$ cat src/rtl/tccp_pkg.sv
// Package for the terminal cell color packer.
// Holds color kind codes, flag bit positions and quantizer thresholds.
// No dependencies.
package tccp_pkg;

    typedef enum logic [1:0] {
        KIND_DEFAULT = 2'd0,
        KIND_INDEXED = 2'd1,
        KIND_RGB     = 2'd2,
        KIND_UNKNOWN = 2'd3
    } color_kind_t;

    localparam int FLAG_W        = 7;
    localparam int FLAG_BOLD     = 0;
    localparam int FLAG_INVERSE  = 1;
    localparam int FLAG_UNDERLN  = 2;
    localparam int FLAG_DIM      = 3;
    localparam int FLAG_HIDDEN   = 4;
    localparam int FLAG_STRIKE   = 5;
    localparam int FLAG_CONT     = 6;

    localparam logic [20:0] CP_SPACE = 21'h20;

    localparam logic [3:0] FG_DEFAULT = 4'd7;
    localparam logic [3:0] BG_DEFAULT = 4'd0;
    localparam logic [3:0] COLOR_BLACK = 4'd0;
    localparam logic [3:0] COLOR_GREY  = 4'd7;
    localparam logic [3:0] COLOR_DGREY = 4'd8;
    localparam logic [3:0] COLOR_WHITE = 4'd15;

    // RGB quantizer thresholds.
    localparam logic [7:0] DARK_LIMIT   = 8'd64;
    localparam logic [7:0] WHITE_LIMIT  = 8'd190;
    localparam logic [7:0] BRIGHT_LIMIT = 8'd170;
    localparam logic [7:0] CHROMA_LIMIT = 8'd40;
    localparam logic [7:0] CHAN_LIMIT   = 8'd100;

    // Palette index ranges.
    localparam logic [7:0] IDX_CUBE_BASE = 8'd16;
    localparam logic [7:0] IDX_GREY_BASE = 8'd232;
    localparam logic [7:0] IDX_LGREY     = 8'd244;
    localparam logic [7:0] CUBE_OFFSET   = 8'd55;
    localparam logic [7:0] CUBE_STEP     = 8'd40;
    localparam logic [7:0] CUBE_PLANE    = 8'd36;
    localparam logic [7:0] CUBE_ROW      = 8'd6;

    typedef struct packed {
        logic [20:0] codepoint;
        logic [1:0]  width;
        logic [3:0]  fg;
        logic [3:0]  bg;
        logic [FLAG_W-1:0] flags;
    } packed_cell_t;

endpackage

$ cat src/rtl/terminal_cell_color_packer.sv
// Terminal cell color packer: packs one screen cell into a compact cell per clock when not stalled.
// Depends on tccp_pkg for kind codes, flag positions and thresholds.
//
// One cell is accepted per clock while item_stall is low. The first register
// captures the raw cell at the input transfer, the quantizers for both colors
// run between that register and the result register, and the result register
// loads a valid cell when it is empty or its held result is taken. Each stage
// holds its item while the downstream side stalls, so a stall on the result
// channel reaches the input stall only when both stages are full. Indexed
// colors go through the 16-color pass-through, the grey ramp or the 6x6x6
// cube; RGB colors go through threshold and saturation rules. Continuation
// cells pack to zero with only the continuation flag set.
module terminal_cell_color_packer
(
    input  logic        clk,
    input  logic        rst_n,

    input  logic        item_valid,
    output logic        item_stall,
    input  logic        is_continuation,
    input  logic [20:0] codepoint,
    input  logic [1:0]  cell_width,
    input  logic [1:0]  fg_kind,
    input  logic [23:0] fg_value,
    input  logic [1:0]  bg_kind,
    input  logic [23:0] bg_value,
    input  logic        attr_bold,
    input  logic        attr_reverse,
    input  logic        attr_underline,
    input  logic        attr_conceal,
    input  logic        attr_strike,

    output logic        result_valid,
    input  logic        result_stall,
    output logic [20:0] out_codepoint,
    output logic [1:0]  out_width,
    output logic [3:0]  out_fg,
    output logic [3:0]  out_bg,
    output logic [6:0]  out_flags
);

    function automatic logic [3:0] quant_rgb(input logic [7:0] r, input logic [7:0] g,
                                             input logic [7:0] b);
        logic [7:0] mx;
        logic [7:0] mn;
        logic       bright;
        logic [3:0] c;
        mx = r;
        mn = r;
        if (g > mx) mx = g;
        if (b > mx) mx = b;
        if (g < mn) mn = g;
        if (b < mn) mn = b;
        bright = (mx > tccp_pkg::BRIGHT_LIMIT);
        c = {bright, (b > tccp_pkg::CHAN_LIMIT), (g > tccp_pkg::CHAN_LIMIT),
             (r > tccp_pkg::CHAN_LIMIT)};
        if (mx < tccp_pkg::DARK_LIMIT)
            return tccp_pkg::COLOR_BLACK;
        else if (mn > tccp_pkg::WHITE_LIMIT)
            return tccp_pkg::COLOR_WHITE;
        else if ((mx - mn) < tccp_pkg::CHROMA_LIMIT)
            return bright ? tccp_pkg::COLOR_GREY : tccp_pkg::COLOR_DGREY;
        else
            return c;
    endfunction

    function automatic logic [7:0] cube_level(input logic [2:0] v);
        logic [7:0] lvl;
        lvl = 8'(tccp_pkg::CUBE_OFFSET + 8'(v) * tccp_pkg::CUBE_STEP);
        return (v == 3'd0) ? 8'd0 : lvl;
    endfunction

    // The cube digits come from comparisons against multiples of 36 and 6,
    // so no divider is needed.
    function automatic logic [3:0] quant_index(input logic [7:0] idx);
        logic [7:0] k;
        logic [2:0] dr;
        logic [2:0] dg;
        logic [7:0] rem_r;
        logic [7:0] rem_g;
        k = idx - tccp_pkg::IDX_CUBE_BASE;
        if      (k >= 8'd180) dr = 3'd5;
        else if (k >= 8'd144) dr = 3'd4;
        else if (k >= 8'd108) dr = 3'd3;
        else if (k >= 8'd72)  dr = 3'd2;
        else if (k >= 8'd36)  dr = 3'd1;
        else                  dr = 3'd0;
        rem_r = k - 8'(8'(dr) * tccp_pkg::CUBE_PLANE);
        if      (rem_r >= 8'd30) dg = 3'd5;
        else if (rem_r >= 8'd24) dg = 3'd4;
        else if (rem_r >= 8'd18) dg = 3'd3;
        else if (rem_r >= 8'd12) dg = 3'd2;
        else if (rem_r >= 8'd6)  dg = 3'd1;
        else                     dg = 3'd0;
        rem_g = rem_r - 8'(8'(dg) * tccp_pkg::CUBE_ROW);
        if (idx < tccp_pkg::IDX_CUBE_BASE)
            return idx[3:0];
        else if (idx >= tccp_pkg::IDX_LGREY)
            return tccp_pkg::COLOR_GREY;
        else if (idx >= tccp_pkg::IDX_GREY_BASE)
            return tccp_pkg::COLOR_DGREY;
        else
            return quant_rgb(cube_level(dr), cube_level(dg), cube_level(rem_g[2:0]));
    endfunction

    function automatic logic [3:0] quant_color(input logic [1:0] kind,
                                               input logic [23:0] value,
                                               input logic [3:0] dflt);
        logic [3:0] res;
        case (tccp_pkg::color_kind_t'(kind))
            tccp_pkg::KIND_INDEXED: res = quant_index(value[7:0]);
            tccp_pkg::KIND_RGB:     res = quant_rgb(value[23:16], value[15:8], value[7:0]);
            default:                res = dflt;
        endcase
        return res;
    endfunction

    // Input register stage.
    logic        a_valid_reg;
    logic        a_cont_reg;
    logic [20:0] a_cp_reg;
    logic [1:0]  a_width_reg;
    logic [1:0]  a_fg_kind_reg;
    logic [23:0] a_fg_value_reg;
    logic [1:0]  a_bg_kind_reg;
    logic [23:0] a_bg_value_reg;
    logic [4:0]  a_attr_reg;

    // Result register stage.
    logic                  b_valid_reg;
    tccp_pkg::packed_cell_t b_cell_reg;
    tccp_pkg::packed_cell_t b_cell_next;

    logic b_load;
    logic a_load;

    assign b_load     = a_valid_reg && (!b_valid_reg || !result_stall);
    assign a_load     = !a_valid_reg || b_load;
    assign item_stall = !a_load;

    always_ff @(posedge clk or negedge rst_n)
    begin
        if (!rst_n)
        begin
            a_valid_reg <= 1'b0;
            b_valid_reg <= 1'b0;
        end
        else
        begin
            if (a_load)
                a_valid_reg <= item_valid;
            if (b_load)
                b_valid_reg <= 1'b1;
            else if (!result_stall)
                b_valid_reg <= 1'b0;
        end
    end

    always_ff @(posedge clk)
    begin
        if (a_load && item_valid)
        begin
            a_cont_reg     <= is_continuation;
            a_cp_reg       <= codepoint;
            a_width_reg    <= cell_width;
            a_fg_kind_reg  <= fg_kind;
            a_fg_value_reg <= fg_value;
            a_bg_kind_reg  <= bg_kind;
            a_bg_value_reg <= bg_value;
            a_attr_reg     <= {attr_strike, attr_conceal, attr_underline,
                               attr_reverse, attr_bold};
        end
        if (b_load)
            b_cell_reg <= b_cell_next;
    end

    always_comb
    begin
        b_cell_next = '0;
        if (a_cont_reg)
        begin
            b_cell_next.flags[tccp_pkg::FLAG_CONT] = 1'b1;
        end
        else
        begin
            b_cell_next.codepoint = (a_cp_reg == 21'd0) ? tccp_pkg::CP_SPACE : a_cp_reg;
            case (a_width_reg)
                2'd0:    b_cell_next.width = 2'd1;
                2'd3:    b_cell_next.width = 2'd2;
                default: b_cell_next.width = a_width_reg;
            endcase
            b_cell_next.fg = quant_color(a_fg_kind_reg, a_fg_value_reg, tccp_pkg::FG_DEFAULT);
            b_cell_next.bg = quant_color(a_bg_kind_reg, a_bg_value_reg, tccp_pkg::BG_DEFAULT);
            b_cell_next.flags[tccp_pkg::FLAG_BOLD]    = a_attr_reg[0];
            b_cell_next.flags[tccp_pkg::FLAG_INVERSE] = a_attr_reg[1];
            b_cell_next.flags[tccp_pkg::FLAG_UNDERLN] = a_attr_reg[2];
            b_cell_next.flags[tccp_pkg::FLAG_DIM]     = 1'b0;
            b_cell_next.flags[tccp_pkg::FLAG_HIDDEN]  = a_attr_reg[3];
            b_cell_next.flags[tccp_pkg::FLAG_STRIKE]  = a_attr_reg[4];
        end
    end

    assign result_valid  = b_valid_reg;
    assign out_codepoint = b_cell_reg.codepoint;
    assign out_width     = b_cell_reg.width;
    assign out_fg        = b_cell_reg.fg;
    assign out_bg        = b_cell_reg.bg;
    assign out_flags     = b_cell_reg.flags;

endmodule

$ cat config.mk
export PLATFORM = sky130hd
export DESIGN_NAME = terminal_cell_color_packer
export DESIGN_NICKNAME = d
export VERILOG_FILES = /design/src/rtl/tccp_pkg.sv /design/src/rtl/terminal_cell_color_packer.sv
export SDC_FILE = /design/constraint.sdc
export NUM_CORES = 1
export LEC_CHECK = 0
export ABC_AREA = 1
export BUFFER_PORTS_ARGS = -buffer_cell sky130_fd_sc_hd__buf_2
export CORE_MARGIN = 1
export CORE_UTILIZATION = 55
export DETAILED_ROUTE_END_ITERATION = 8
export PLACE_DENSITY = 0.75
export SYNTH_ARGS = -nofsm -noshare
export SYNTH_HDL_FRONTEND = slang
export SYNTH_SLANG_ARGS = --single-unit
$ cat constraint.sdc
create_clock -name clk -period 8.89 [get_ports clk]
set_clock_uncertainty 0.2 [all_clocks]
set_input_delay 1.778 -clock clk [delete_from_list [all_inputs] [get_ports clk]]
set_output_delay 1.778 -clock clk [all_outputs]
set_load 0.01 [all_outputs]
; ---- Yosys cells after proc, flatten, opt, wreduce, memory -nomap -nowiden
; Index checks and enable logic that the tools add are counted.
[totals]
elab_cells = 271
input_bits = 85
output_inout_bits = 40
register_bits = 121
[op_classes]
mux = 135
magnitude_cmp = 70
n_eq_ne = 6
multipliers = 10
addsub = 16
reduce_logical = 17
[ops]
columns = cell, count
row1 = 8-bit 2-to-1 mux, 78
row2 = "8-bit by 7-bit > comparator with 1-bit output, second input constant", 12
row3 = 4-bit 2-to-1 mux, 22
row4 = "8-bit >= comparator, second input constant", 8
row5 = 8-bit > comparator, 8
row6 = "8-bit > comparator, second input constant", 8
row7 = 8-bit less-than comparator, 8
row8 = "6-bit by 8-bit adder with 8-bit output, first input constant", 6
row9 = "8-bit by 5-bit >= comparator with 1-bit output, second input constant", 6
row10 = 3-bit 2-to-1 mux, 16
row11 = 8-bit subtractor, 6
row12 = "8-bit by 7-bit >= comparator with 1-bit output, second input constant", 4
row13 = "8-bit by 6-bit less-than comparator with 1-bit output, second input constant", 4
row14 = "8-bit by 7-bit less-than comparator with 1-bit output, second input constant", 4
row15 = "3-bit by 3-bit multiplier with 5-bit output, second input constant", 6
row16 = 21-bit zero test, 1
row17 = 3-bit zero test, 6
row18 = "8-bit by 3-bit >= comparator with 1-bit output, second input constant", 2
row19 = "8-bit by 4-bit >= comparator with 1-bit output, second input constant", 2
row20 = "8-bit by 6-bit >= comparator with 1-bit output, second input constant", 2
row21 = "8-bit by 5-bit less-than comparator with 1-bit output, second input constant", 2
row22 = 2-bit 2-to-1 mux, 8
row23 = 4-bit case mux with 2 select lines, 2
row24 = "8-bit by 5-bit subtractor with 8-bit output, second input constant", 2
row25 = other kinds (14), 31

; ---- Depth between registers and ports, before layout
; Gate-level depths: netlist (run 1).
[logic_depth]
depth_word = 45
mapped_depth = 70
mapped_depth_nobuf = 70

; ---- Least setup slack after synthesis (run 1)
; OpenSTA, ideal clock, no wires.
[synth_path]
path_kind = register -> register
startpoint = reg a_fg_value_reg[4]
endpoint = reg b_cell_reg, in the netlist out_fg[3] (data pin)
path_buffers = 0
setup_time_ns = 0.253
stages_incl_launch_ff = 62
required_time_ns = 8.437
slack_ns = 0.523
arrival_time_ns = 7.914
path_cell_list = edfxtp_1 inv_1 ha_1 inv_1 nand2_2 nand2_2 inv_1 nand3_1 nand2_1 o21ai_0 nand2_1 nand2_1 ha_1 fa_1 nand3b_1 nand2_1 nand2_1 nand2_1 [... 26 more ...] nand2_1 and2_1 ha_1 nand2_1 o311ai_0 inv_1 nand3_1 nand3_1 nand3_2 clkinv_1 nand2_1 nand3_1 nand2_1 nand2_1 nand2_1 nand2_1 nand2_1 a21oi_2
[synth_via]
elab_chain_cells = 45
elab_cells_between_ends = 102
classes_between = add/sub (8) / mul (5) / order compare (27) / mux (59) / reduce/logical (3)
[synth_rtl]
columns = item, line
row1 = start: declaration, terminal_cell_color_packer.sv:124  ; logic [23:0] a_fg_value_reg;
row2 = start signal: assignment, terminal_cell_color_packer.sv:167  ; a_fg_value_reg <= fg_value;
row3 = branches (longest 44 deep; another with 8-bit by 5-bit subtractor with 8-bit output), n/a
row4 = 4-bit case mux with 2 select lines *, terminal_cell_color_packer.sv:110  ; case (tccp_pkg::color_kind_t'(kind))
row5 = end signal: assignment, terminal_cell_color_packer.sv:174  ; b_cell_reg <= b_cell_next;
row6 = end: declaration, terminal_cell_color_packer.sv:131  ; tccp_pkg::packed_cell_t b_cell_reg;
; Mark *: on every way between the ends. The select of a mux whose other input is x is not followed.
; A chain may end at the register's enable or synchronous reset.

; ---- Worst setup path in the final report (run 1)
[layout_path]
startpoint = reg a_bg_value_reg[4]
endpoint = reg b_cell_reg, in the netlist out_bg[1] (data pin)
[layout_via]
elab_chain_cells = 45
elab_cells_between_ends = 103
classes_between = add/sub (8) / mul (5) / order compare (28) / mux (59) / reduce/logical (3)
[layout_rtl]
columns = item, line
row1 = start: declaration, terminal_cell_color_packer.sv:126  ; logic [23:0] a_bg_value_reg;
row2 = start signal: assignment, terminal_cell_color_packer.sv:169  ; a_bg_value_reg <= bg_value;
row3 = branches (longest 44 deep; another with 8-bit by 5-bit subtractor with 8-bit output), n/a
row4 = 4-bit case mux with 2 select lines *, terminal_cell_color_packer.sv:110
; Marks and branches as above.

==> qor.csv, run 1 <==
metric,value,unit
area share of the largest cell type after synthesis,0.3061,
Port Buf Inserts,123,
setup TNS after final layout,0,ns
CTS H-tree depth,4,
Critical Path AT,8.56,ns
TritonRoute pass-1 iters,5,
multiplexer area fraction after synthesis,0,
filler cell count,1705,
Synth Area in Compound Gates,0.1186,
outcome,"finished, final reports clean",
largest family of logic cells by synthesized area,simple AND/OR/NAND/NOR gates,
average cell area after synthesis,7.497,µm²
"EDFF count, synth",118,
final RePlAce weighted congestion,0.9503,
Synth Net Count,1788,
Final min period,8.476,ns
Gate Count Post-Synth,1544,
Vias,10902,
simple-gate share of the synthesized area,0.2899,
Overall Global Routing Usage,0.2720,
hold_ws,0.3049,ns
synthesized area,11580,µm²
most numerous cell in the Yosys netlist,nand2_1,
dpl ws,-0.1639,ns
WL/cell,15.00,µm
Post-Layout Cell Count,2005,
HPWL after detailed placement,22.64,mm
"slowest stage delay, CP",0.44,ns
crit path capture type,register,
max-cap violations,0,
layout cell share with drive strength beyond 1,0.2116,
Routed WL,30.07,mm
Worst Path Required,8.97,ns
post-synthesis xor/xnor area fraction,0.01589,
most common library cells after synthesis,"nand2_1 (404), inv_1 (238), ha_1 (153)",
clk buf depth,2,
remaining global-route overflow,0,
Cells after DPL,1948,
CTS Sinks,120,
"crit path setup slack, layout",0.4144,ns
vias in the first global route,10061,
Final Setup Violations,0,
Worst Setup Start Kind,register,
post-synthesis adder-cell area fraction,0.1757,
main area contributors after synthesis,"edfxtp_1 (31%), ha_1 (17%), nand2_1 (13%)",
Tcrit/Tclk final,0.9534,
Reg2Reg Setup Slack,0.41,ns
Crit Path Max Fanout,9,
die height,147.1,µm
"CP delay by family, top",compound AO/OA/AOI/OAI gates,
Slew Limit Headroom,0.3036,
predominant post-synthesis flop cell,edfxtp_1,
Layout Area Growth over Synthesis,18.77,%
DRC,0,
violation count after the first detailed-routing iteration,976,
library cells used by synthesis,55,
"FF+latch count, synth",120,
CP max-delay cell,o211ai_1,
Slew @ Worst Pin,1.045,ns
worst setup path class,register to register,
die footprint,21630,µm²
Initial Util,0.5666,
io pins,125,
DRT antenna net count,0,
"Slew Viols, Final",0,
TritonCTS clock tree,done,
"Warnings, synthesis",0,
FP Rows,52,
"Clk pin slew, worst setup/hold paths",0.07,ns
Max Clock Freq,0.1180,GHz
Buf/Inv on CP,10,
final hold viol count,0,
final net count,1965,
hold_buf cts,0,
ys async rst share,0.01667,
Clock Latency Late Sink,0.43,ns
Core Area,20430,µm²
cell taking the most area after synthesis,edfxtp_1,
Root Driver,clkbuf_16,
worst min-delay path class,register to register,
DR vias/cell,5.437,
"Seq/Total Area, Yosys",0.3104,
initial antenna violation count,2,
Die X,147.1,µm
first-pass GRT wire length,47.32,mm
largest net degree at the start of global routing,82,
Num CTS Buffers,17,
cell usage in the layout, fill, tap and decap left out, types with 6 or more instances in the layout:
cell type	instances
nand2_1	389
inv_1	224
ha_1	144
buf_2	123
edfxtp_1	118
nand3_1	99
nor2_1	98
o21ai_0	83
a21oi_1	71
buf_4	50
nand2_2	35
o21ai_1	26
nand4_1	25
inv_2	19
clkbuf_16	17
a21oi_2	12
nor2_4	11
nand3_2	11
xor2_1	11
o21a_1	10
o21ai_2	10
o211ai_1	9
nor3_1	9
nand2_4	8
or2_2	7
xnor2_1	7
nand3b_1	6
nor4_1	6
inv_6	6
what timing repair did:
| item | CTS | global route |
|---|---|---|
| gates resized for setup | 4 | 94 |
| setup buffers | 0 | 24 |
| setup endpoints to repair | 4 | 8 |
| pin swaps | 0 | 24 |
| hold endpoints to repair | 0 | 0 |
worst min-delay path, stage by stage, from the launching register on:
cell and delay [ns]:
dfrtp_1 0.32, inv_1 0.07, nand2_1 0.07
layout make-up:
cell class | instances | area [µm²] | share of cell area
multi-input cells | 1156 | 7266 | 0.5284
repair buffers | 175 | 1013 | 0.07371
clock inverters | 15 | 151.4 | 0.01101
clock buffers | 17 | 425.4 | 0.03094
flip-flops and latches | 120 | 3593 | 0.2614
diodes | 1 | 2.502 | 0.0001820
well taps | 270 | 337.8 | 0.02457
inverters | 251 | 959.7 | 0.06980
metrics by stage:
step / instance area (µm²) / util
after floorplan: 11580 / -
after global placement: 12660 / 0.6199
after detailed placement: 12660 / 0.6199
after CTS: 13250 / 0.6485
after global routing: 13750 / 0.6730
final: 13750 / 0.6730
cell families after synthesis:
kind of cell    Yosys count
compound gates          244
xor+xnor                 21
fa+ha+maj               159
buf+inv                 268
flops                   120
other cells               1
simple gates            731
per-layer routing:
layer  vias to the layer above  global-route usage  wire length (µm)  share of wire
met5                         -                   0                13        0.00043
met2                       414              0.4554             14260           0.47
met1                      4910              0.3421             12700           0.42
met3                        80             0.05528              2097          0.070
li1                       5496                   -                 -              -
met4                         2              0.1113              1003          0.033
path summary, 6_finish.rpt:
kind / start / to / cells past startpoint
worst min-delay path: a_valid_reg / result_valid / 2
worst min register to register: a_valid_reg / result_valid / 2
min in group asynchronous: rst_n / a_valid_reg / 1
worst max register to register: a_bg_value_reg[4] / out_bg[1] / 54
max in group asynchronous: rst_n / result_valid / 1
worst max-delay path: a_bg_value_reg[4] / out_bg[1] / 54
Power of run 1 is not shown: default switching activity piles up to over one toggle a cycle in this logic, so the estimate is an artifact.
==> run 2: changes to the inputs <==
==> constraint.sdc (replaced) <==
create_clock -name clk -period 8.89 [get_ports clk]
set_clock_uncertainty 0.2 [all_clocks]
set_input_delay 0 -clock clk [delete_from_list [all_inputs] [get_ports clk]]
set_output_delay 0 -clock clk [all_outputs]
set_load 0.01 [all_outputs]
==> qor.csv, run 2 (synthesis results as in run 1) <==
metric,value,unit,change
outcome,"finished, final reports clean",,unchanged
HPWL after detailed placement,22.64,mm,unchanged
final net count,2052,,"was 1,965"
Core Area,20430,µm²,unchanged
Tcrit/Tclk final,0.9533,,was 0.9534
met3 Use GR,0.05901,,was 0.05528
hold path depth,2,,unchanged
crit path capture type,register,,unchanged
"commonest non-fill, non-tap cell in the layout",nand2_1,,unchanged
Layout Area Growth over Synthesis,26.28,%,was 18.77%
largest net degree at the start of global routing,82,,unchanged
first-pass GRT wire length,51.96,mm,was 47.32 mm
CP max-delay cell,edfxtp_1,,was o211ai_1
Slew Limit Headroom,0.2921,,was 0.3036
initial antenna violation count,0,,was 2
die footprint,21630,µm²,unchanged
R2R depth,53,,was 54
Clock Latency Late Sink,0.44,ns,was 0.43 ns
worst setup path class,register to register,,unchanged
DRC,0,,unchanged
violation count after the first detailed-routing iteration,1016,,was 976
layout cell share with drive strength beyond 1,0.2015,,was 0.2116
vias in the first global route,10885,,"was 10,061"
min-delay src,codepoint[18],,was a_valid_reg
Worst Setup Start Kind,register,,unchanged
"Clk pin slew, worst setup/hold paths",0.07,ns,about the same
Final Util,0.7155,,was 0.6730
TritonRoute pass-1 iters,8,,was 5
final RePlAce weighted congestion,0.9503,,unchanged
DR vias/cell,5.471,,was 5.437
"slowest stage delay, CP",0.52,ns,was 0.44 ns
Critical Path AT,8.56,ns,about the same
die height,147.1,µm,unchanged
max-cap violations,0,,unchanged
DRT antenna net count,0,,unchanged
GR peak layer,met2,,unchanged
WL/cell,15.87,µm,was 15.00 µm
Num CTS Buffers,17,,unchanged
Worst Path Required,8.98,ns,was 8.97 ns
Root Driver,clkbuf_16,,unchanged
Die X,147.1,µm,unchanged
CTS Sinks,120,,unchanged
diodes inserted,0,,was 1
most frequent cells in the layout,"nand2_1 (389), inv_1 (224), ha_1 (144), buf_2 (123), edfxtp_1 (118)",,unchanged
final hold viol count,0,,unchanged
FP Rows,52,,unchanged
met1 Usage GRT,0.3604,,was 0.3421
Overall Global Routing Usage,0.3008,,was 0.2720
met2 Resource Use GR,0.5333,,was 0.4554
Routed WL,33.18,mm,was 30.07 mm
Initial Util,0.5666,,unchanged
dpl ws,-0.1639,ns,unchanged
Crit Path Max Fanout,9,,unchanged
Port Buf Inserts,123,,unchanged
remaining global-route overflow,0,,unchanged
R2R Path End,out_bg[1],,unchanged
"crit path setup slack, layout",0.4151,ns,was 0.4144 ns
Slew @ Worst Pin,1.062,ns,was 1.045 ns
endpoint of the worst hold path,a_cp_reg[18],,was result_valid
Vias,11440,,"was 10,902"
worst min-delay path class,input pin to register,,was register to register
Final Setup Violations,0,,unchanged
R2R Path Start,a_bg_value_reg[3],,was a_bg_value_reg[4]
CTS H-tree depth,4,,unchanged
clk buf depth,2,,unchanged
io pins,125,,unchanged
Final min period,8.475,ns,was 8.476 ns
Reg2Reg Setup Slack,0.42,ns,was 0.41 ns
"Slew Viols, Final",0,,unchanged
Max Clock Freq,0.1180,GHz,about the same
TritonCTS clock tree,done,,unchanged
run 2: changes by cell type in the layout (fill, tap and decap cells not counted), sizes merged:
cell and change:
diode -1, dlygate4sd3 +87
run 2: critical path, delay by kind of cell, from the launching register on:
family	cells	cell delay, ns
and+or+nand+nor	20	2.09
adders and majority gates	6	1.49
xor gates and xnor gates	5	0.88
DFF	1	0.52
AOI/OAI and AO/OA	12	2.18
buffers and inverters	10	0.95
run 2: cell type report:
class / instances / area (µm²)
multi-input combinational: 1156 / 7266
fill: 1538 / 5812
sequential: 120 / 3593
timing repair buffer: 262 / 1884
inverter: 251 / 959.7
clock buffer: 17 / 425.4
tap: 270 / 337.8
clock inverter: 15 / 151.4
run 2: worst max path at each step:
stage / to / depth (start not counted) / from / slack, ns
after global placement: out_bg[1] / 61 / a_bg_value_reg[4] / 0.14
after floorplan: out_fg[3] / 61 / a_fg_value_reg[4] / 0.52
after global routing: out_fg[3] / 66 / a_fg_value_reg[5] / -0.36
after CTS: out_bg[1] / 62 / a_bg_value_reg[4] / 0.0002
final: out_bg[1] / 53 / a_bg_value_reg[3] / 0.42
after detailed placement: out_bg[1] / 57 / a_bg_value_reg[4] / -0.16
run 2: repair_timing:
item                                    4_1_cts  5_1_grt
endpoints found under the setup margin        4        8
gates resized for setup                       4       94
pin swaps                                     0       24
buffers inserted                              0       24
endpoints found under the hold margin        85        0
hold buffers                                 87        0
run 2: routing by layer:
metal  vias up  wire [µm]  share of wire
met3       115       2451          0.074
met1      5145      13310           0.40
met2       504      16290           0.49
met5         -          0              0
met4         0       1128          0.034
li1       5676          -              -
run 2: per-stage QoR:
stage / cells / setup TNS, ns / area [µm²] / hold WS, ns
detailed placement: 1948 / -0.5277 / 12660 / -0.4068
global placement: 1948 / 0 / 12660 / -0.4127
floorplan: 1544 / 0 / 11580 / -0.4956
CTS: 2067 / 0 / 14120 / 0.06040
finish: 2091 / 0 / 14620 / 0.07034
global route: 2091 / -1.642 / 14620 / 0.07254
Power of run 2 is left out for the same reason.
